`src/design/predator_prey_grid_automaton_top_assert.svh`:
```
// assertion macros shared by the grid automaton rtl
// expects clk and rst_n in the scope of use
`ifndef PREDATOR_PREY_GRID_AUTOMATON_TOP_ASSERT_SVH
`define PREDATOR_PREY_GRID_AUTOMATON_TOP_ASSERT_SVH
`ifndef NO_ASSERTIONS
`define PPGA_ASSERT(lbl, expr) \
  lbl: assert property (@(posedge clk) disable iff (!rst_n) (expr)) \
    else $error("assertion failed");
`define PPGA_ASSERT_IMPL(lbl, ante, cons) \
  lbl: assert property (@(posedge clk) disable iff (!rst_n) (ante) |-> (cons)) \
    else $error("assertion failed");
`else
`define PPGA_ASSERT(lbl, expr)
`define PPGA_ASSERT_IMPL(lbl, ante, cons)
`endif
`endif

```
`src/design/ppga_pkg.sv`:
```
// types, codes and helpers for the predator-prey grid automaton
// no dependencies
`default_nettype none
package ppga_pkg;
  typedef logic signed [5:0] cell_t;

  typedef struct packed {
    logic done;
    logic zero;
  } mod_st_t;

  localparam logic [1:0] REQ_WRITE = 2'd0;
  localparam logic [1:0] REQ_READ  = 2'd1;
  localparam logic [1:0] REQ_STEP  = 2'd2;

  localparam logic [2:0] CFG_WIDTH   = 3'd0;
  localparam logic [2:0] CFG_HEIGHT  = 3'd1;
  localparam logic [2:0] CFG_FMAX    = 3'd2;
  localparam logic [2:0] CFG_SMAX    = 3'd3;
  localparam logic [2:0] CFG_FBREED  = 3'd4;
  localparam logic [2:0] CFG_SBREED  = 3'd5;
  localparam logic [2:0] CFG_MODULUS = 3'd6;
  localparam logic [2:0] CFG_SEED    = 3'd7;

  localparam logic [15:0] LFSR_MASK = 16'hB400;

  function automatic logic [15:0] lfsr_step(input logic [15:0] s);
    logic [15:0] t;
    t = s >> 1;
    if (s[0]) t = t ^ LFSR_MASK;
    return t;
  endfunction
endpackage
`default_nettype wire

```
`src/design/ppga_mod.sv`:
```
// bit-serial remainder unit, 16-bit value by 8-bit modulus, one bit a cycle
// depends on ppga_pkg and the assertion header
`include "predator_prey_grid_automaton_top_assert.svh"
`default_nettype none
module ppga_mod (
  input  wire logic        clk,
  input  wire logic        rst_n,
  input  wire logic        start,
  input  wire logic [15:0] dividend,
  input  wire logic [7:0]  divisor,
  output ppga_pkg::mod_st_t st
);
  import ppga_pkg::*;

  logic        busy_r, done_r;
  logic [3:0]  cnt_r;
  logic [15:0] dv_r;
  logic [7:0]  rem_r, dvs_r, rem_nxt;
  logic [8:0]  trial;

  assign trial   = {rem_r, dv_r[15]};
  assign rem_nxt = (trial >= {1'b0, dvs_r}) ? 8'(trial - {1'b0, dvs_r}) : trial[7:0];

  always_ff @(posedge clk) begin
    if (!rst_n) begin
      busy_r <= 1'b0;
      done_r <= 1'b0;
      cnt_r  <= '0;
    end else begin
      done_r <= 1'b0;
      if (start) begin
        busy_r <= 1'b1;
        cnt_r  <= '0;
      end else if (busy_r) begin
        cnt_r <= cnt_r + 4'd1;
        if (cnt_r == 4'd15) begin
          busy_r <= 1'b0;
          done_r <= 1'b1;
        end
      end
    end
  end

  always_ff @(posedge clk) begin
    if (start) begin
      dv_r  <= dividend;
      dvs_r <= divisor;
      rem_r <= '0;
    end else if (busy_r) begin
      dv_r  <= dv_r << 1;
      rem_r <= rem_nxt;
    end
  end

  assign st.done = done_r;
  assign st.zero = (rem_r == 8'd0);

  `PPGA_ASSERT_IMPL(a_no_restart, start, !busy_r)
  `PPGA_ASSERT_IMPL(a_done_after_busy, done_r, $past(busy_r))
  `PPGA_ASSERT_IMPL(a_done_idle, done_r, !busy_r)
endmodule
`default_nettype wire

```
`config.mk`:
```
export PLATFORM = sky130hd
export DESIGN_NAME = ppga_mod
export DESIGN_NICKNAME = d
export VERILOG_FILES = /design/src/design/ppga_pkg.sv /design/src/design/ppga_mod.sv
export VERILOG_INCLUDE_DIRS = /design/src /design/src/design
export SDC_FILE = /design/constraint.sdc
export NUM_CORES = 1
export LEC_CHECK = 0
export BUFFER_PORTS_ARGS = -buffer_cell sky130_fd_sc_hd__buf_2
export CORE_ASPECT_RATIO = 0.75
export CORE_UTILIZATION = 56
export DETAILED_ROUTE_END_ITERATION = 10
export GPL_TIMING_DRIVEN = 0
export PLACE_DENSITY = 0.79
export SYNTH_ARGS = -nofsm -noshare
export SYNTH_HDL_FRONTEND = slang
export SYNTH_SLANG_ARGS = --single-unit
```
`constraint.sdc`:
```
create_clock -name clk -period 2.25 [get_ports clk]
set_clock_uncertainty 0.2 [all_clocks]
set_input_delay 0.1125 -clock clk [delete_from_list [all_inputs] [get_ports clk]]
set_output_delay 0.1125 -clock clk [all_outputs]
set_load 0.02 [all_outputs]
```
==> results of run 1 <==
flip-flops by register name (all words and copies together) (netlist names):
register	cells
dvs_r	8
rem_r	8
busy_r	1
done_r	1
cnt_r	4
dv_r	16
power groups by stage:
| stage | clock (mW) | sequential, mW | combinational [mW] |
|---|---|---|---|
| 3_5_place_dp | 0 | 0.840 | 0.253 |
| 5_1_grt | 0.478 | 0.830 | 0.348 |
| 6_report | 0.450 | 0.827 | 0.324 |
| 3_3_place_gp | 0 | 0.836 | 0.239 |
| 2_1_floorplan | 0 | 0.829 | 0.186 |
| 4_1_cts | 0.451 | 0.825 | 0.287 |
area by class of cell:
| type | instances | area [um^2] | share of cell area (%) |
|---|---|---|---|
| plain buffers | 5 | 30.0 | 1.19 |
| well taps | 40 | 50.0 | 1.98 |
| repair buffers | 55 | 405 | 16.1 |
| clock buffers | 6 | 72.6 | 2.87 |
| multi-input cells | 115 | 907 | 35.9 |
| clock inverters | 2 | 8.76 | 0.347 |
| inverters | 13 | 48.8 | 1.93 |
| flip-flops and latches | 38 | 1000 | 39.7 |
cell usage after synthesis, types with 2 or more instances:
cell type  count  share of area (%)
or2_2          2               0.64
mux2i_1        4                2.1
a21oi_2        3                1.3
a21oi_1        3               0.77
nand2b_1       5                1.6
edfxtp_1      24                 37
nor3_1         2               0.51
xnor2_1        4                1.8
o21ai_0        7                1.8
xor2_1         3                1.3
mux2_2        15                8.7
dfxtp_1       14                 14
inv_1         13                2.5
buf_1          2               0.39
nor2_1        14                2.7
nor2b_1        6                1.9
nand2_1       10                1.9
o31ai_1        2               0.77
nand3_1        3               0.77
a211oi_1       2               0.77
ha_1           9                5.8
or4_1          2               0.77
a32oi_1        3                1.3
critical path, delay by kind of cell (launching register included):
kind	cells	cell delay, ns
adders and majority gates	1	0.32
muxes	1	0.24
buffers and inverters	2	0.27
DFF	1	0.37
AOI/OAI and AO/OA	4	0.62
worst max-delay path by stage:
stage	cells after the start	to	start
after global placement	8	rem_r[6]	dv_r[15]
after floorplan	8	rem_r[6]	dv_r[15]
final	8	rem_r[2]	dvs_r[4]
after global routing	8	rem_r[2]	dvs_r[4]
after detailed placement	7	rem_r[2]	rem_r[3]
after CTS	7	rem_r[2]	rem_r[3]
metrics by stage:
stage	worst slack (ns)	power, mW	area (um^2)	hold slack [ns]	cells
final	0.0957	1.60	2520	0.0204	274
after global routing	0.0163	1.66	2520	0.0177	274
after CTS	0.0871	1.56	2470	0.0197	272
after detailed placement	0.106	1.09	2140	0.0907	239
after global placement	0.156	1.08	2140	0.0891	239
after floorplan	0.355	1.02	1950	0.0114	171
routing by layer:
| metal | global-route usage [%] | up-vias | part of all wire (%) |
|---|---|---|---|
| met5 | 0 | - | 0 |
| met4 | 12.7 | 0 | 2.0 |
| met3 | 7.62 | 8 | 5.0 |
| met2 | 49.4 | 65 | 52 |
| met1 | 32.4 | 760 | 41 |
| li1 | - | 741 | - |
cells by family (layout without fill, tap and decap cells):
logic type / Yosys count / in the layout / share of synthesized area, %
AND/OR/NAND/NOR: 51 / 51 / 13.4
flip-flops: 38 / 38 / 51.4
AO/OA/AOI/OAI: 28 / 28 / 10.5
multiplexers: 19 / 19 / 10.7
buffers and inverters: 18 / 81 / 4.05
adder cells (fa/ha/maj): 10 / 10 / 6.81
XOR/XNOR: 7 / 7 / 3.15
what timing repair did:
action,in CTS,in global routing
setup endpoints to repair,0,5
resized for setup,0,10
endpoints found under the hold margin,28,0
hold buffers,25,0
setup buffers,0,2
==> flow_summary.yaml, run 1 <==
die:
  ios: 29
  fp-row-count: 18
  initial_utilization_pct: 58.8
  core_um2: 3310
  dieArea_um2: 3720
  die_height_um: 53.1
  dieWidth_um: 70.1
critical_path:
  worstPathRequired_ns: 2.21
  path_cells: "inv_1, ha_2, a21oi_4, o221ai_2, a21oi_4, buf_6, mux2i_2, a211oi_2"
  cpMostUsedCell: "a21oi_4"
  start_kind: "flop"
  cp-end-kind: "flop"
  reg2reg_depth: 8
  cpPeakStageDelay_ns: 0.37
  cp_slowest_cell: "edfxtp_1"
  critPathArrivalTime_ns: 2.12
  ff2ff_setup_slack_ns: 0.1
  regToRegEndpoint: "rem_r[2]"
  path_class: "flop to flop"
  reg2reg_from: "dvs_r[4]"
  path_max_fanout: 10
clocking:
  cts_buffers: 5
  cts_root_buf: "clkbuf_8"
  cts_buffer_depth: 2
  cts_tree: "done"
  clock_latency_ns: 0.30
  clkTransAtPathRegs_ns: 0.07
  htreeDepth: 2
  clock-sinks: 38
final_layout:
  syn_to_final_growth_pct: 29.6
  fin_nets: 270
  fillers: 223
  post-route-util_pct: 76.3
  drive_gt1_share_pct: 29.5
  layout.cells.most_common_list: "buf_2 (28), dlygate4sd3_1 (25), edfxtp_1 (24), mux2_2 (15), nor2_1 (14)"
  final_common_cell: "buf_2"
  diodes: 0
power_and_ir_drop:
  intPower_mw: 1.17
  switching_power_mw: 0.429
  p_clk_share_pct: 28.1
  peakVddDrop_v: 0.000464
  p_leak_nw: 1.03
  p_per_area_nw_per_um2: 634
  pwr-share-seq_pct: 51.6
  pwr-share-comb_pct: 20.2
  p_sw_share_pct: 26.8
routing:
  drt_pass1_iterations: 4
  drc: 0
  ant_nets: 0
  viasPerCell: 5.74
  wl_um: 4840
  drt_iter0_markers: 158
  wl_per_cell_um: 17.7
  vias: 1574
yosys:
  synth_nets: 208
  syn_avg_cell_area_um2: 11.4
  async_flop_share_pct: 0
  ys_types: 42
  synth_top_flop_cell: "edfxtp_1"
  ys_seq_elements: 38
  syn_area_um2: 1950
  synth_edf_count: 24
  yosysWarnings: 0
  ys_seq_area_share_pct: 51.4
  syn_inst: 171
timing:
  slew_headroom_pct: 56.2
  drv_slew: 0
  setup_viol: 0
  period_minus_slack_ns: 2.15
  post-route-period-util_pct: 95.7
  finalSetupTns_ns: 0
  rsz0062_at_grt: "false"
  hold_viol_final: 0
  max_clock_freq_ghz: 0.464
  tightestPinTransition_ns: 0.656
run:
  drv_cap: 0
grt:
  grt_use_total_pct: 28.0
  grt_max_degree: 17
  grt-ovfl-total: 0
  grt_pass1_vias: 1548
  grt_pass1_wl_um: 7400
  antenna_found_initial: 0
min_path:
  min_from: "start"
  min_path_type: "input pin to flop"
  hold_depth: 1
  min_to: "dvs_r[1]"
placement:
  numPortBuffers: 28
  dpl.hpwl_um: 2850
  gp_congestion: 0.926
status:
  outcome: "finished, final reports clean"
Note: power is estimated with default switching activity, not from simulation.
==> run 2, diff against run 1 <==
- CORE_MARGIN: unset -> 1.5
- SKIP_CTS_REPAIR_TIMING: unset -> 1
- clock period: 2.25 -> 2.2 ns (I/O delays scaled with it)
==> run 2 against run 1 <==
Utilization shrank 0.23 points. Worst setup slack lost 0.012 ns. Highest routed layer unchanged. Sequential cell count is the same. Worst hold slack lost 0.0096 ns. Critical path depth shrank 1. Via count shrank 3.9%. Critical endpoint unchanged.
==> flow_summary.yaml, run 2 (same netlist as run 1, synthesis figures left out) <==
status:
  outcome: "finished, final reports clean"
critical_path:
  critical_path.startpoint: "rem_r[1]"
  cp-end-kind: "flop"
  worstPathRequired_ns: 2.16
  path_max_fanout: 10
  start_kind: "flop"
  cp-endpoint: "rem_r[2]"
  critPathArrivalTime_ns: 2.08
  path_class: "flop to flop"
  ff2ff_setup_slack_ns: 0.08
  reg2reg_from: "rem_r[1]"
  regToRegEndpoint: "rem_r[2]"
  reg2reg_depth: 7
final_layout:
  fin_cells: 274
  final_common_cell: "buf_2"
  layout.cells.most_common_list: "buf_2 (28), dlygate4sd3_1 (25), edfxtp_1 (24), mux2_2 (15)"
  largest_registers: "dv_r: 16 flops, dvs_r: 8 flops, rem_r: 8 flops"
  drive_gt1_share_pct: 28.2
  diodes: 0
  regMostFlops: "dv_r"
  fillers: 201
  syn_to_final_growth_pct: 29.2
  fin_nets: 270
  largest_reg_flops: 16
  post-route-util_pct: 76.0
  fin_area_um2: 2520
timing:
  setup_viol: 0
  timing.final.ws_setup_ns: 0.0836
  tightestPinTransition_ns: 0.553
  slew_headroom_pct: 63.0
  hold_viol_final: 0
  max_clock_freq_ghz: 0.472
  drv_slew: 0
  timing.hold.ws_ns: 0.0108
  finalSetupTns_ns: 0
  period_minus_slack_ns: 2.12
  post-route-period-util_pct: 96.2
run:
  drv_cap: 0
routing:
  drt_iter0_markers: 106
  viasPerCell: 5.52
  ant_nets: 0
  drt_pass1_iterations: 4
  wl_per_cell_um: 15.5
  vias: 1513
  wl_um: 4240
  drc: 0
die:
  fp-row-count: 18
  core_um2: 3310
  ios: 29
  initial_utilization_pct: 58.8
  dieArea_um2: 3850
  die_height_um: 54.1
  dieWidth_um: 71.1
clocking:
  htreeDepth: 2
  clock-sinks: 38
  clock_latency_ns: 0.29
  cts_tree: "done"
  cts_buffer_depth: 2
  cts_buffers: 5
  cts_root_buf: "clkbuf_8"
  clkTransAtPathRegs_ns: 0.07
placement:
  numPortBuffers: 28
  gp_congestion: 0.935
  dpl_worst_slack_ns: 0.0777
  placed_cell_area_um2: 2140
  dp.cells: 239
  dpl.hpwl_um: 2820
grt:
  grt_pass1_vias: 1360
  antenna_found_initial: 0
  grt_use_total_pct: 22.0
  grt_pass1_wl_um: 6240
  grt-ovfl-total: 0
  grt_max_degree: 17
power_and_ir_drop:
  p_leak_nw: 1.03
  p_per_area_nw_per_um2: 637
  peakVddDrop_v: 0.000551
  power_mw: 1.60
min_path:
  min_path_type: "input pin to flop"
run 2: cell types whose count changed in the layout (fill, tap and decap cells not counted):
cell / delta
clkbuf_1: -1
clkinv_1: +2
clkinv_2: -1
clkinvlp_4: +1
dfxtp_1: +1
dfxtp_2: -1
inv_1: -1
mux2i_1: +1
mux2i_2: -1
nor3_1: +1
nor3_2: -1
run 2: layer usage:
| metal | GRT usage [%] | wire, um | vias up |
|---|---|---|---|
| met1 | 27.6 | 1730 | 723 |
| met4 | 6.60 | 39 | 0 |
| li1 | - | - | 742 |
| met2 | 36.4 | 2220 | 43 |
| met5 | 0 | 0 | - |
| met3 | 8.05 | 260 | 5 |
run 2: where the power goes:
part           switching (mW)  total [mW]  internal (mW)
clock                   0.232       0.443          0.211
combinational           0.157       0.316          0.159
sequential             0.0261       0.845          0.819
total                   0.415        1.60           1.19
run 2: worst max-delay path, stage by stage, from the launching register on:
cell and delay [ns]:
dfxtp_1 0.36, ha_1 0.39, a21oi_1 0.16, o21ai_0 0.13, a21oi_2 0.22, buf_6 0.17, mux2i_1 0.25, a211oi_2 0.09
run 2: worst min path at each step:
stage | from | endpoint | slack, ns | cells after the start
6_report | start | dvs_r[1] | 0.01 | 1
3_3_place_gp | divisor[2] | dvs_r[2] | 0.09 | 1
5_1_grt | start | dvs_r[0] | 0.02 | 1
3_5_place_dp | divisor[4] | dvs_r[4] | 0.09 | 1
4_1_cts | divisor[4] | dvs_r[4] | -0.21 | 1
2_1_floorplan | divisor[0] | dvs_r[0] | 0.009 | 0
run 2: area by class of cell:
cell class              count  area [um^2]  area share, %
flip-flops and latches     38         1000           39.8
multi-input cells         115          898           35.7
repair buffers             55          405           16.1
clock buffers               5         68.8           2.73
inverters                  13         52.6           2.09
well taps                  40         50.0           1.99
plain buffers               5         30.0           1.19
clock inverters             3         11.3          0.447
==> run 3, diff against run 2 <==
- CORE_UTILIZATION: 56 -> 55
- PLACE_DENSITY: 0.79 -> 0.77
- clock period: 2.2 -> 2.1 ns (I/O delays scaled with it)
==> run 3 against run 2 <==
Worst hold slack better by 0.0066 ns. Fmax is 0.86% higher. Sequential share of layout area is 0.44 points lower. Clock power is 4% higher. First-iteration DRC count is 33% higher. Cell count stayed put. Critical path depth stayed put. Die area is 1.7% higher. Largest power group unchanged.
==> flow_summary.yaml, run 3 (same netlist as run 1, synthesis figures left out) <==
timing:
  slew_headroom_pct: 63.1
  tightestPinTransition_ns: 0.551
  post-route-period-util_pct: 99.9
  setup_viol: 0
  hold_viol_final: 0
  drv_slew: 0
  period_minus_slack_ns: 2.10
  finalSetupTns_ns: 0
  max_clock_freq_ghz: 0.477
  timing.hold.ws_ns: 0.0174
critical_path:
  cpPeakStageDelay_ns: 0.40
  path_max_fanout: 3
  reg2reg_from: "dvs_r[1]"
  critPathArrivalTime_ns: 2.06
  path_cells: "inv_1, ha_1, nand2b_1, a211oi_1, nor2_1, a221oi_1, o21ai_0"
  cp_slowest_cell: "edfxtp_1"
  critical_path.startpoint: "dvs_r[1]"
  path_class: "flop to flop"
  start_kind: "flop"
  cp-end-kind: "flop"
  worstPathRequired_ns: 2.06
power_and_ir_drop:
  power_mw: 1.69
  p_per_area_nw_per_um2: 662
  peakVddDrop_v: 0.000535
  p_leak_nw: 1.02
clocking:
  clock-sinks: 38
  cts_root_buf: "clkbuf_8"
  clock_latency_ns: 0.29
  clkTransAtPathRegs_ns: 0.07
  htreeDepth: 2
  cts_buffers: 5
  cts_tree: "done"
  cts_buffer_depth: 2
grt:
  grt_pass1_wl_um: 5710
  grt_use_total_pct: 20.0
  grt_pass1_vias: 1302
  grt_max_degree: 17
  antenna_found_initial: 0
  grt-ovfl-total: 0
die:
  dieWidth_um: 71.7
  dieArea_um2: 3910
  die_height_um: 54.5
  initial_utilization_pct: 58.4
  ios: 29
  fp-row-count: 18
  core_um2: 3330
run:
  drv_cap: 0
routing:
  wl_um: 4390
  ant_nets: 0
  wl_per_cell_um: 16.0
  vias: 1544
  drt_pass1_iterations: 4
  viasPerCell: 5.64
  drc: 0
  drt_iter0_markers: 141
placement:
  numPortBuffers: 28
  dp.cells: 239
  gp_congestion: 0.789
  dpl.hpwl_um: 2620
final_layout:
  syn_to_final_growth_pct: 31.1
  largest_reg_flops: 16
  fillers: 198
  fin_nets: 270
  drive_gt1_share_pct: 31.6
  fin_cells: 274
  regMostFlops: "dv_r"
  largest_registers: "dv_r: 16 flops, dvs_r: 8 flops, rem_r: 8 flops"
  layout.cells.most_common_list: "buf_2 (29), dlygate4sd3_1 (25), edfxtp_1 (24), mux2_2 (15), nor2_1 (14)"
  diodes: 0
  final_common_cell: "buf_2"
  post-route-util_pct: 76.7
min_path:
  min_from: "start"
  min_path_type: "input pin to flop"
status:
  outcome: "finished, final reports clean"
-- run 3: final cells by class --
class                           instances  area, um^2  share of cell area, %
Buffer                                  5        30.0                   1.18
Clock buffer                            6        72.6                   2.84
Clock inverter                          2        8.76                  0.343
Inverter                               13        52.6                   2.06
Multi-Input combinational cell        115         933                   36.5
Sequential cell                        38        1000                   39.3
Tap cell                               40        50.0                   1.96
Timing Repair Buffer                   55         403                   15.8
-- run 3: stage by stage --
step / setup slack (ns) / area [um^2]
final: 0.00168 / 2550
after floorplan: 0.205 / 1950
after CTS: -0.0330 / 2220
after global routing: -0.0602 / 2550
after detailed placement: 0.00110 / 2140
after global placement: 0.0148 / 2140
-- run 3: worst max-delay path, delay by kind of cell, from the launching register on --
kind	cells	cell delay [ns]
adder cells (fa/ha/maj)	1	0.30
AND/OR/NAND/NOR	2	0.21
AO/OA/AOI/OAI	3	0.80
flip-flops	1	0.40
buffers and inverters	1	0.06
-- run 3: path summary, 6_finish.rpt --
check | to | slack (ns) | depth (start not counted)
worst min register to register | done_r | 0.29 | 2
worst max-delay path | rem_r[7] | 0.002 | 7
worst min-delay path | dvs_r[0] | 0.02 | 1
worst max register to register | rem_r[7] | 0.002 | 7
-- run 3: layer usage --
layer | vias to the layer above | routed length (um) | track usage, %
met2 | 62 | 2220 | 31.5
li1 | 740 | - | -
met1 | 735 | 1840 | 26.1
met3 | 7 | 283 | 6.08
met4 | 0 | 53 | 8.81
met5 | - | 0 | 0
-- run 3: report_power, final --
group	total, mW	switching [mW]	internal (mW)
clock	0.461	0.234	0.228
sequential	0.886	0.0280	0.858
combinational	0.344	0.171	0.174
total	1.69	0.432	1.26
